$ cat src/hw/rtl/asbr_pkg.sv
`timescale 1ns / 1ps
package asbr_pkg;

  localparam int unsigned STACK_BYTES = 12;

  // configuration register indexes
  localparam logic [7:0] CFG_DOWNSTREAM_PREFIX     = 8'd0;
  localparam logic [7:0] CFG_DOWNSTREAM_PREFIX_LEN = 8'd1;
  localparam logic [7:0] CFG_UPSTREAM_ADDR         = 8'd2;

  localparam logic [5:0] PREFIX_LEN_RESET = 6'd24;
  localparam logic [5:0] PREFIX_LEN_MAX   = 6'd32;

  typedef enum logic [1:0] {
    VERDICT_CONTINUE = 2'd0,
    VERDICT_ACCEPT   = 2'd1,
    VERDICT_DROP     = 2'd2
  } asbr_verdict_e;

  // what the back end has to do with a header
  typedef enum logic [2:0] {
    KIND_PASS,
    KIND_PUSH,
    KIND_DROP,
    KIND_POP,
    KIND_KEEP
  } asbr_kind_e;

  typedef struct packed {
    logic        header_valid;
    logic [31:0] source_addr;
    logic [31:0] dest_addr;
    logic [63:0] src_stack_high;
    logic [31:0] src_stack_low;
    logic [7:0]  src_mark;
    logic [63:0] dst_stack_high;
    logic [31:0] dst_stack_low;
    logic [7:0]  dst_mark;
    logic [15:0] header_checksum;
  } asbr_in_t;

  typedef struct packed {
    logic [1:0]  verdict;
    logic [31:0] source_addr_out;
    logic [31:0] dest_addr_out;
    logic [63:0] src_stack_high_out;
    logic [31:0] src_stack_low_out;
    logic [7:0]  src_mark_out;
    logic [7:0]  dst_mark_out;
    logic [15:0] checksum_out;
    logic        clear_zero_field;
  } asbr_out_t;

  typedef struct packed {
    logic [31:0] downstream_prefix;
    logic [5:0]  downstream_prefix_len;
    logic [31:0] upstream_addr;
  } asbr_cfg_t;

  // classified header as it sits in the queue
  typedef struct packed {
    asbr_kind_e  kind;
    logic [2:0]  shlen;
    logic [3:0]  new_mark;
    logic [31:0] csum_part;
    asbr_in_t    hdr;
  } asbr_entry_t;

  typedef struct packed {
    logic full;
    logic empty;
  } asbr_qstat_t;

  // bytes moved per hop: (32 - min(len, 32)) / 8
  function automatic logic [2:0] shlen_of(input logic [5:0] len);
    logic [5:0] l;
    logic [5:0] rest;
    l    = (len > PREFIX_LEN_MAX) ? PREFIX_LEN_MAX : len;
    rest = PREFIX_LEN_MAX - l;
    return rest[5:3];
  endfunction

  // mask of the address bits that belong to the prefix
  function automatic logic [31:0] himask_of(input logic [2:0] shlen);
    logic [31:0] m;
    case (shlen)
      3'd0:    m = 32'hFFFF_FFFF;
      3'd1:    m = 32'hFFFF_FF00;
      3'd2:    m = 32'hFFFF_0000;
      3'd3:    m = 32'hFF00_0000;
      default: m = 32'h0000_0000;
    endcase
    return m;
  endfunction

endpackage

$ cat src/hw/rtl/address_stack_border_rewrite.sv
`timescale 1ns / 1ps
// A header is classified combinationally, written into the queue, and then moved into the output
// register when that register is empty or its word is being taken.
// Throughput: one header per cycle unless the queue is full or the output stalls; the classify
// stage is combinational and the rewrite stage is registered, parted by a queue of QueueDepth
// words, and the output register takes a new word in the cycle the old one leaves.
// Reset: queue and output register empty; prefix 0, prefix length 24, upstream address 0.
module address_stack_border_rewrite #(
  parameter int unsigned QueueDepth = 2
) (
  input  logic                clk_i,
  input  logic                rst_ni,
  input  logic                in_valid_i,
  output logic                in_stall_o,
  input  asbr_pkg::asbr_in_t  in_word_i,
  output logic                out_valid_o,
  input  logic                out_stall_i,
  output asbr_pkg::asbr_out_t out_word_o,
  input  logic                cfg_valid_i,
  output logic                cfg_ready_o,
  input  logic [7:0]          cfg_index_i,
  input  logic [31:0]         cfg_data_i
);
  import asbr_pkg::*;

  asbr_cfg_t   cfg_q;
  asbr_qstat_t qstat;
  asbr_entry_t push_entry;
  asbr_entry_t head_entry;
  logic        push;
  logic        pop;

  assign cfg_ready_o = 1'b1;

  always_ff @(posedge clk_i or negedge rst_ni) begin
    if (!rst_ni) begin
      cfg_q.downstream_prefix     <= '0;
      cfg_q.downstream_prefix_len <= PREFIX_LEN_RESET;
      cfg_q.upstream_addr         <= '0;
    end else if (cfg_valid_i && cfg_ready_o) begin
      case (cfg_index_i)
        CFG_DOWNSTREAM_PREFIX:     cfg_q.downstream_prefix     <= cfg_data_i;
        CFG_DOWNSTREAM_PREFIX_LEN: cfg_q.downstream_prefix_len <= cfg_data_i[5:0];
        CFG_UPSTREAM_ADDR:         cfg_q.upstream_addr         <= cfg_data_i;
        default: ;
      endcase
    end
  end

  asbr_front u_front (
    .in_valid_i (in_valid_i),
    .in_stall_o (in_stall_o),
    .in_word_i  (in_word_i),
    .cfg_i      (cfg_q),
    .qstat_i    (qstat),
    .push_o     (push),
    .entry_o    (push_entry)
  );

  asbr_fifo #(
    .Depth (QueueDepth)
  ) u_fifo (
    .clk_i   (clk_i),
    .rst_ni  (rst_ni),
    .push_i  (push),
    .entry_i (push_entry),
    .pop_i   (pop),
    .entry_o (head_entry),
    .stat_o  (qstat)
  );

  asbr_back u_back (
    .clk_i       (clk_i),
    .rst_ni      (rst_ni),
    .entry_i     (head_entry),
    .qstat_i     (qstat),
    .cfg_i       (cfg_q),
    .pop_o       (pop),
    .out_valid_o (out_valid_o),
    .out_stall_i (out_stall_i),
    .out_word_o  (out_word_o)
  );

  // only a rewritten accept clears the zero-check field
  a_clear_only_on_accept: assert property (@(posedge clk_i) disable iff (!rst_ni)
    out_valid_o && out_word_o.clear_zero_field |-> out_word_o.verdict == VERDICT_ACCEPT)
    else $error("zero-check clear without accept verdict");

  // an accepted header into an empty block reaches the output through the queue and the output register
  a_two_cycle_latency: assert property (@(posedge clk_i) disable iff (!rst_ni)
    in_valid_i && !in_stall_o && qstat.empty && !out_valid_o |-> ##2 out_valid_o)
    else $error("header lost between queue and output");

  // a dropped header is never marked as rewritten
  a_drop_no_checksum_change: assert property (@(posedge clk_i) disable iff (!rst_ni)
    out_valid_o && out_word_o.verdict == VERDICT_DROP |-> !out_word_o.clear_zero_field)
    else $error("dropped header marked as rewritten");

endmodule

$ cat src/hw/rtl/asbr_front.sv
`timescale 1ns / 1ps
module asbr_front (
  input  logic                in_valid_i,
  output logic                in_stall_o,
  input  asbr_pkg::asbr_in_t  in_word_i,
  input  asbr_pkg::asbr_cfg_t cfg_i,
  input  asbr_pkg::asbr_qstat_t qstat_i,
  output logic                push_o,
  output asbr_pkg::asbr_entry_t entry_o
);
  import asbr_pkg::*;

  logic [2:0]  shlen;
  logic [31:0] himask;
  logic [7:0]  mark_sum;
  logic        src_match;
  asbr_kind_e  kind;
  logic [31:0] from_addr;
  logic [32:0] part_sum;

  assign shlen     = shlen_of(cfg_i.downstream_prefix_len);
  assign himask    = himask_of(shlen);
  assign mark_sum  = in_word_i.src_mark + {5'd0, shlen};
  assign src_match = (in_word_i.source_addr & himask) == (cfg_i.downstream_prefix & himask);

  // source rule wins over the destination rule
  always_comb begin
    if (!in_word_i.header_valid) begin
      kind = KIND_PASS;
    end else if (src_match) begin
      kind = (mark_sum < 8'd12) ? KIND_PUSH : KIND_DROP;
    end else if (in_word_i.dest_addr == cfg_i.upstream_addr) begin
      kind = (in_word_i.dst_mark != 8'd0) ? KIND_POP : KIND_KEEP;
    end else begin
      kind = KIND_PASS;
    end
  end

  // first half of the incremental checksum patch: ~hc + ~from, end-around carry
  assign from_addr = (kind == KIND_POP) ? in_word_i.dest_addr : in_word_i.source_addr;
  assign part_sum  = {1'b0, 16'hFFFF, ~in_word_i.header_checksum} + {1'b0, ~from_addr};

  assign in_stall_o = qstat_i.full;
  assign push_o     = in_valid_i && !qstat_i.full;

  assign entry_o.kind      = kind;
  assign entry_o.shlen     = shlen;
  assign entry_o.new_mark  = mark_sum[3:0];
  assign entry_o.csum_part = part_sum[31:0] + {31'd0, part_sum[32]};
  assign entry_o.hdr       = in_word_i;

endmodule

$ cat src/hw/rtl/asbr_fifo.sv
`timescale 1ns / 1ps
module asbr_fifo #(
  parameter int unsigned Depth = 2
) (
  input  logic                  clk_i,
  input  logic                  rst_ni,
  input  logic                  push_i,
  input  asbr_pkg::asbr_entry_t entry_i,
  input  logic                  pop_i,
  output asbr_pkg::asbr_entry_t entry_o,
  output asbr_pkg::asbr_qstat_t stat_o
);
  import asbr_pkg::*;

  localparam int unsigned PtrW = (Depth > 1) ? $clog2(Depth) : 1;
  localparam int unsigned CntW = $clog2(Depth + 1);

  asbr_entry_t   slots_q [Depth];
  logic [PtrW-1:0] wr_ptr_q, wr_ptr_d;
  logic [PtrW-1:0] rd_ptr_q, rd_ptr_d;
  logic [CntW-1:0] count_q, count_d;
  logic            do_push;
  logic            do_pop;

  assign stat_o.full  = (count_q == CntW'(Depth));
  assign stat_o.empty = (count_q == '0);
  assign do_push      = push_i && !stat_o.full;
  assign do_pop       = pop_i && !stat_o.empty;
  assign entry_o      = slots_q[rd_ptr_q];

  always_comb begin
    wr_ptr_d = wr_ptr_q;
    rd_ptr_d = rd_ptr_q;
    count_d  = count_q;
    if (do_push) begin
      wr_ptr_d = (wr_ptr_q == PtrW'(Depth - 1)) ? '0 : wr_ptr_q + 1'b1;
    end
    if (do_pop) begin
      rd_ptr_d = (rd_ptr_q == PtrW'(Depth - 1)) ? '0 : rd_ptr_q + 1'b1;
    end
    if (do_push && !do_pop) begin
      count_d = count_q + 1'b1;
    end else if (do_pop && !do_push) begin
      count_d = count_q - 1'b1;
    end
  end

  always_ff @(posedge clk_i or negedge rst_ni) begin
    if (!rst_ni) begin
      wr_ptr_q <= '0;
      rd_ptr_q <= '0;
      count_q  <= '0;
    end else begin
      wr_ptr_q <= wr_ptr_d;
      rd_ptr_q <= rd_ptr_d;
      count_q  <= count_d;
    end
  end

  always_ff @(posedge clk_i) begin
    if (do_push) begin
      slots_q[wr_ptr_q] <= entry_i;
    end
  end

endmodule

$ cat src/hw/rtl/asbr_back.sv
`timescale 1ns / 1ps
module asbr_back (
  input  logic                  clk_i,
  input  logic                  rst_ni,
  input  asbr_pkg::asbr_entry_t entry_i,
  input  asbr_pkg::asbr_qstat_t qstat_i,
  input  asbr_pkg::asbr_cfg_t   cfg_i,
  output logic                  pop_o,
  output logic                  out_valid_o,
  input  logic                  out_stall_i,
  output asbr_pkg::asbr_out_t   out_word_o
);
  import asbr_pkg::*;

  logic        valid_q;
  asbr_out_t   word_q, word_d;
  logic [7:0]  sbyte [STACK_BYTES];
  logic [7:0]  dbyte [STACK_BYTES];
  logic [7:0]  srcb  [4];
  logic [7:0]  pushed [STACK_BYTES];
  logic [31:0] new_dst;
  logic [31:0] to_addr;
  logic [32:0] sum2;
  logic [31:0] sum2_fold;
  logic [16:0] fold1;
  logic [16:0] fold2;
  logic [15:0] new_csum;
  logic [63:0] new_shi;
  logic [31:0] new_slo;
  logic        advance;

  always_comb begin
    for (int i = 0; i < 8; i++) begin
      sbyte[i] = entry_i.hdr.src_stack_high[8*(7-i) +: 8];
      dbyte[i] = entry_i.hdr.dst_stack_high[8*(7-i) +: 8];
    end
    for (int i = 0; i < 4; i++) begin
      sbyte[8+i] = entry_i.hdr.src_stack_low[8*(3-i) +: 8];
      dbyte[8+i] = entry_i.hdr.dst_stack_low[8*(3-i) +: 8];
      srcb[i]    = entry_i.hdr.source_addr[8*(3-i) +: 8];
    end
  end

  // push: the low shlen source bytes land at stack positions 12 - mark + k;
  // positions past the end fall away when the mark wrapped
  always_comb begin
    logic [3:0] pos;
    logic [2:0] j;
    for (int i = 0; i < STACK_BYTES; i++) begin
      pushed[i] = sbyte[i];
      for (int k = 0; k < 4; k++) begin
        pos = 4'(4'd12 - entry_i.new_mark + 4'(k));
        j   = 3'(3'd4 - entry_i.shlen + 3'(k));
        if (3'(k) < entry_i.shlen && pos == 4'(i)) begin
          pushed[i] = srcb[j[1:0]];
        end
      end
    end
    for (int i = 0; i < 8; i++) begin
      new_shi[8*(7-i) +: 8] = pushed[i];
    end
    for (int i = 0; i < 4; i++) begin
      new_slo[8*(3-i) +: 8] = pushed[8+i];
    end
  end

  // pop: rebuild the destination under the prefix; bytes outside the stack read zero
  always_comb begin
    logic signed [9:0] p;
    logic [2:0]        j;
    logic [7:0]        b;
    new_dst = cfg_i.downstream_prefix & himask_of(entry_i.shlen);
    for (int k = 0; k < 4; k++) begin
      p = 10'sd12 - $signed({2'b00, entry_i.hdr.dst_mark}) + 10'(k);
      j = 3'(3'd4 - entry_i.shlen + 3'(k));
      b = (p >= 10'sd0 && p <= 10'sd11) ? dbyte[p[3:0]] : 8'd0;
      if (3'(k) < entry_i.shlen) begin
        new_dst[8*(3-j[1:0]) +: 8] = new_dst[8*(3-j[1:0]) +: 8] | b;
      end
    end
  end

  // second half of the checksum patch, then fold twice
  assign to_addr   = (entry_i.kind == KIND_POP) ? new_dst : cfg_i.upstream_addr;
  assign sum2      = {1'b0, entry_i.csum_part} + {1'b0, to_addr};
  assign sum2_fold = sum2[31:0] + {31'd0, sum2[32]};
  assign fold1     = {1'b0, sum2_fold[15:0]} + {1'b0, sum2_fold[31:16]};
  assign fold2     = {1'b0, fold1[15:0]} + {16'd0, fold1[16]};
  assign new_csum  = ~fold2[15:0];

  always_comb begin
    word_d.verdict            = VERDICT_CONTINUE;
    word_d.source_addr_out    = entry_i.hdr.source_addr;
    word_d.dest_addr_out      = entry_i.hdr.dest_addr;
    word_d.src_stack_high_out = entry_i.hdr.src_stack_high;
    word_d.src_stack_low_out  = entry_i.hdr.src_stack_low;
    word_d.src_mark_out       = entry_i.hdr.src_mark;
    word_d.dst_mark_out       = entry_i.hdr.dst_mark;
    word_d.checksum_out       = entry_i.hdr.header_checksum;
    word_d.clear_zero_field   = 1'b0;
    unique case (entry_i.kind)
      KIND_PASS: begin
        word_d.verdict = VERDICT_CONTINUE;
      end
      KIND_DROP: begin
        word_d.verdict = VERDICT_DROP;
      end
      KIND_KEEP: begin
        word_d.verdict = VERDICT_ACCEPT;
      end
      KIND_PUSH: begin
        word_d.verdict            = VERDICT_ACCEPT;
        word_d.source_addr_out    = cfg_i.upstream_addr;
        word_d.src_stack_high_out = new_shi;
        word_d.src_stack_low_out  = new_slo;
        word_d.src_mark_out       = {4'd0, entry_i.new_mark};
        word_d.checksum_out       = new_csum;
        word_d.clear_zero_field   = 1'b1;
      end
      KIND_POP: begin
        word_d.verdict          = VERDICT_ACCEPT;
        word_d.dest_addr_out    = new_dst;
        word_d.dst_mark_out     = entry_i.hdr.dst_mark - {5'd0, entry_i.shlen};
        word_d.checksum_out     = new_csum;
        word_d.clear_zero_field = 1'b1;
      end
      default: begin
        word_d.verdict = VERDICT_CONTINUE;
      end
    endcase
  end

  // refill the output word whenever it is empty or being taken
  assign advance = !valid_q || !out_stall_i;
  assign pop_o   = advance && !qstat_i.empty;

  always_ff @(posedge clk_i or negedge rst_ni) begin
    if (!rst_ni) begin
      valid_q <= 1'b0;
    end else if (advance) begin
      valid_q <= !qstat_i.empty;
    end
  end

  always_ff @(posedge clk_i) begin
    if (pop_o) begin
      word_q <= word_d;
    end
  end

  assign out_valid_o = valid_q;
  assign out_word_o  = word_q;

endmodule
$ cat config.mk
export PLATFORM = sky130hd
export DESIGN_NAME = address_stack_border_rewrite
export DESIGN_NICKNAME = d
export VERILOG_FILES = /design/src/hw/rtl/asbr_pkg.sv /design/src/hw/rtl/address_stack_border_rewrite.sv /design/src/hw/rtl/asbr_front.sv /design/src/hw/rtl/asbr_fifo.sv /design/src/hw/rtl/asbr_back.sv
export SDC_FILE = /design/constraint.sdc
export NUM_CORES = 2
export LEC_CHECK = 0
export BUFFER_PORTS_ARGS = -buffer_cell sky130_fd_sc_hd__buf_2
export CAP_MARGIN = 30
export CORE_MARGIN = 3
export CORE_UTILIZATION = 35
export DETAILED_ROUTE_END_ITERATION = 7
export GPL_TIMING_DRIVEN = 0
export PLACE_DENSITY = 0.49
export SETUP_SLACK_MARGIN = 0.05
export SLEW_MARGIN = 20
export SYNTH_ARGS = -nofsm -noshare
export SYNTH_HDL_FRONTEND = slang
export SYNTH_SLANG_ARGS = --single-unit
$ cat constraint.sdc
create_clock -name clk_i -period 19 [get_ports clk_i]
set_input_delay 0.95 -clock clk_i [delete_from_list [all_inputs] [get_ports clk_i]]
set_output_delay 0.95 -clock clk_i [all_outputs]
set_load 0.02 [all_outputs]
Yosys cells after proc, flatten, opt, wreduce, memory -nomap -nowiden:

Memory sizes are Yosys's and may differ from the RTL's.
Cells that the tools add are included.

* add/sub/neg operators: 33
* magnitude comparators: 22
* equality and inequality tests: 60
* shift operators: 12
* multiplexer cells: 106
* bitwise gates (word level): 18
* reductions and logical operators: 80

Operator list (number)
* 2-to-1 mux 8 bit: 69
* 2-to-1 mux 32 bit: 8
* case mux 32 bit (4 select lines): 2
* negation 32 -> 34 bit: 4
* variable shift 8 x 34 -> 32 bit (first input constant): 4
* variable part select 8 x 34 -> 32 bit: 4
* variable part select 32 x 33 -> 8 bit: 4
* binary-select mux 8 bit (select 4 bit): 4
* bitwise mux 32 bit: 4
* 2-to-1 mux 104 bit: 1
* AND 32 bit: 3
* adder 32 x 32 -> 33 bit: 2
* adder 32 x 1 -> 32 bit: 2
* binary-select mux 8 bit (select 2 bit): 4
* equality test 32 bit: 2
* equality test 4 x 3 -> 1 bit (second input constant): 16
* equality test 4 bit (second input constant): 16
* logical AND 1 bit: 58
* greater-or-equal comparator 10 x 1 -> 1 bit (second input constant): 4
* less-or-equal comparator 10 x 5 -> 1 bit (second input constant): 4
* equality test 4 x 2 -> 1 bit (second input constant): 8
* NOT 16 bit: 2
* NOT 32 bit: 1
* bitwise OR 8 bit: 4
* 49 further kinds: 101

* register bits: 270
* memory bits (writable): 662
* bits of input ports: 334
* output and inout bits: 198
* logic and storage cells: 349
* memories kept: 1

Memory list
* u_fifo.slots_q: depth 2, bits a word 331, rd ports 1, clocked after memory_dff 0, wr ports 1, line asbr_fifo.sv:18 `asbr_entry_t slots_q [Depth];`

Logic depth before layout (Yosys ltp):

An unclocked memory read counts as a cell.

* word-level depth: 33
* mapped depth: 72
* gate-level depth less buffers: 62

By module:

Synthesis repeated with hierarchy kept, for this count alone.

* cells, all modules: 4937
* area, all modules: 57343.7 um2

Modules (own cells, without submodules)
* asbr_fifo: times used 1, cells each 1049, area each 24332.1 um2, sequential area each 19979.2 um2
* asbr_back: times used 1, cells each 2894, area each 24115.6 um2, sequential area each 5880.6 um2
* asbr_front: times used 1, cells each 838, area each 6072.1 um2, sequential area each 0.0 um2
* address_stack_border_rewrite: times used 1, cells each 156, area each 2824.0 um2, sequential area each 1754.2 um2

Least setup slack after synthesis:

No wires, ideal clock.

* path kind: input-to-reg
* from: in in_valid_i
* to: mem u_fifo.slots_q[0][0] in the netlist's numbering, enable pin
* setup time: 1.028 ns
* arrival time: 14.699 ns
* data required time: 17.972 ns
* slack: 3.274 ns
* stages: 2
* buffers on the path: 0
* cell sequence: nand2_1 > nor2_1

* cells in the longest elaborated chain, start to end: 4

RTL lines
* start: declaration: line address_stack_border_rewrite.sv:13 `input logic in_valid_i,`
* logical AND 1 bit: line asbr_front.sv:44 `assign push_o = in_valid_i && !qstat_i.full;`
* logical AND 1 bit: line asbr_fifo.sv:27 `assign do_push = push_i && !stat_o.full;`
* 2-to-1 mux 1 bit: line asbr_fifo.sv:61 `if (do_push) begin`
* 2-to-1 mux 1 bit (not written as such): line asbr_fifo.sv:62 `slots_q[wr_ptr_q] <= entry_i;`
* end: declaration: line asbr_fifo.sv:18

No other way between the ends.

==> out/results.ini <==
[sta]
hold_viol = 0
fmax_mhz = 56.1
clock_skew_ns = 0.0477
tightest_slew_ns = 1.08
period_needed_ns = 17.84
setup_violations = 0
max-slew-margin-rel = 0.281
grt_setup_unrepaired = no
drv_slew = 0
finalCritPeriodShare = 0.939

[floorplanning]
core_area_um2 = 155000
rows = 144
ioPinCount = 532
die_h_um = 401
die_area_um2 = 161000
die_w_um = 401
start_util = 0.354

[global_routing]
grt_pass1_vias = 43100
antenna_found_initial = 44
grt_max_degree = 90
grt_usage = 0.288
overflow = 0
grt_pass1_wl_mm = 332

[synth]
async_flop_share = 0.0806
synth_area_leaders = edfxtp_1, mux2i_1, mux2_2, mux4_2, a21oi_1
synthFlopType = edfxtp_1
synth_cells = 4819
seq_area_frac_synth = 0.504
synth_top_area_frac = 0.470
synth_cell_types = 101
syn-num-nets = 5262
yosysTopAreaCell = edfxtp_1
synth_seq_cells = 930
syn_area_um2 = 54700
ys_warn_count = 0
synth_edf_count = 855
avgSynthCellArea_um2 = 11.3

[clock_tree]
cts_tree = yes
cts_setup_buffers = 0
postCtsHoldBufs = 0
numCtsBuffers = 105
clk_pin_slew_ns = 0.06
cts_root_buffer = clkbuf_16
htree_num_levels = 3
clkSinkCount = 930
clk_latency_ns = 0.74
cts.path.max_buffers = 3

[final_layout]
final_cell_mix = edfxtp_1, buf_2, nand2_1
n_fill_cell = 14900
design_area_um2 = 64800
drive_above_1_share = 0.225
final_cells = 7676
final_common_cell = edfxtp_1
nNetsFinal = 5968
synthToLayoutAreaGrowth_pct = 18.6

[worst_setup_path]
crit_path_frequent_cell = ha_1
crit_type = reg2reg
endpoint = u_back.out_word_o[15]
crit_family = compound AO/OA/AOI/OAI gates
slowest_delay_ns = 0.65
worstPathRequired_ns = 19.46
cpMaxStageDelayCell = o22ai_1
r2r_cells = 71
crit_buf_inv = 13
reg2reg_setup_slack_ns = 1.16
r2r_end = u_back.out_word_o[15]
cp.depth = 71
cp-end-kind = flip-flop
critPathMaxFanout = 12
timing.rr.start = u_fifo.rd_ptr_q
crit_start = u_fifo.rd_ptr_q
start_kind = flip-flop
critPathArrivalTime_ns = 18.30

[power]
peakVddDrop_uv = 114
power.density_nw_per_um2 = 200
total_power_mw = 13.0
p_leak_nw = 24.2

[routing]
wl_per_cell_um = 31.4
num_vias = 45500
ant_nets = 0
drc = 0
drt_iter0_drc = 5137
avgViaCountPerCell = 5.92
first_pass_iters = 6
wl_mm = 241

[placed_design]
place_area_um2 = 61000
port_buffers = 530
dpl.hpwl_mm = 189
gp_congestion = 1.01
placedCellCount = 7455

[run]
cap_viol_max_count = 0

[hold_path]
hp-class = in2async

[run_status]
outcome = finished clean

## sequential cells by signal, indices dropped and copies added (netlist names)
| signal | cells |
|---|---|
| u_fifo.slots_q | 660 |
| u_back.out_word_o | 195 |
| cfg_q | 70 |
| u_fifo.count_q | 2 |
| u_back.out_valid_o | 1 |
| u_fifo.rd_ptr_q | 1 |
| u_fifo.wr_ptr_q | 1 |
## area by class of cell
cell class / count / area (um2) / area share
buffer: 301 / 1290 / 0.0199
antenna: 16 / 40.0 / 0.000618
inverter: 79 / 309 / 0.00477
sequential: 930 / 27600 / 0.425
tap: 2044 / 2560 / 0.0395
multi-input combinational: 3508 / 25700 / 0.396
timing repair buffer: 600 / 3770 / 0.0582
clock buffer: 135 / 2840 / 0.0438
clock inverter: 63 / 785 / 0.0121
## what timing repair did
| action | in CTS | in global routing |
|---|---|---|
| resized for setup | 3 | 16 |
| endpoints found under the setup margin | 4 | 10 |
| gates cloned | 0 | 0 |
## where the power goes
group | internal, mW | switching [mW]
clock | 1.25 | 0.886
sequential | 3.00 | 0.252
combinational | 2.49 | 5.10
total | 6.75 | 6.24
## routing by layer
metal	GRT usage	up-vias	wire [um]
met3	0.0573	442	20300
met4	0.101	22	9210
met5	0	-	149
li1	-	19900	-
met1	0.410	22800	106000
met2	0.437	2343	105000
## synth_stat cells, types with 12 or more instances
library cell,n
nor3_1,73
o22ai_1,22
and3_1,47
o221ai_1,21
a22o_1,13
o21ai_0,256
o211ai_1,50
and2_1,21
nand4_1,37
nand2_1,434
o21bai_1,14
xor2_1,105
mux4_2,85
a21o_1,32
or2_2,13
a22oi_1,20
nand3_1,83
a211oi_1,229
a31oi_1,26
clkbuf_1,208
nor4_1,30
dfrtp_1,73
nor2_1,369
buf_2,66
ha_1,104
nand2b_1,12
edfxtp_1,855
mux2i_1,356
buf_1,15
a21oi_1,375
o21a_1,19
xnor2_1,127
or3_1,16
o31ai_1,13
inv_1,69
nor2b_1,69
mux2_2,246
## metrics by stage
step                hold slack (ns)  setup slack [ns]   TNS, ns   util
floorplan                     0.461              3.27         0      -
global placement              0.478             -7.62  -2473.10  0.387
detailed placement            0.497            -0.320    -0.679  0.394
CTS                           0.104            0.0622         0  0.418
global route                  0.154            0.0105         0  0.419
finish                        0.151              1.16         0  0.419
## kinds of logic (layout without fill, tap and decap cells)
logic type / after synthesis / in the layout / synth area share
and+or+nand+nor: 1249 / 1249 / 0.105
AOI/OAI and AO/OA: 1214 / 1214 / 0.141
DFF: 930 / 930 / 0.504
buffers and inverters: 381 / 1178 / 0.0290
adders and majority gates: 109 / 109 / 0.0256
other: 1 / 17 / 0.0000686
xor gates and xnor gates: 238 / 238 / 0.0399
muxes: 697 / 697 / 0.155
## how the worst min path moves through the flow
stage / from / cells after the start / end / slack [ns]
finish: rst_ni / 1 / cfg_q[42] / 0.15
global route: rst_ni / 1 / cfg_q[37] / 0.15
CTS: rst_ni / 1 / cfg_q[5] / 0.10
detailed placement: u_back.out_valid_o / 2 / u_back.out_valid_o / 0.50
global placement: u_fifo.wr_ptr_q / 1 / u_fifo.wr_ptr_q / 0.48
floorplan: u_fifo.wr_ptr_q / 1 / u_fifo.wr_ptr_q / 0.46
(Power assumes the default switching activity.)
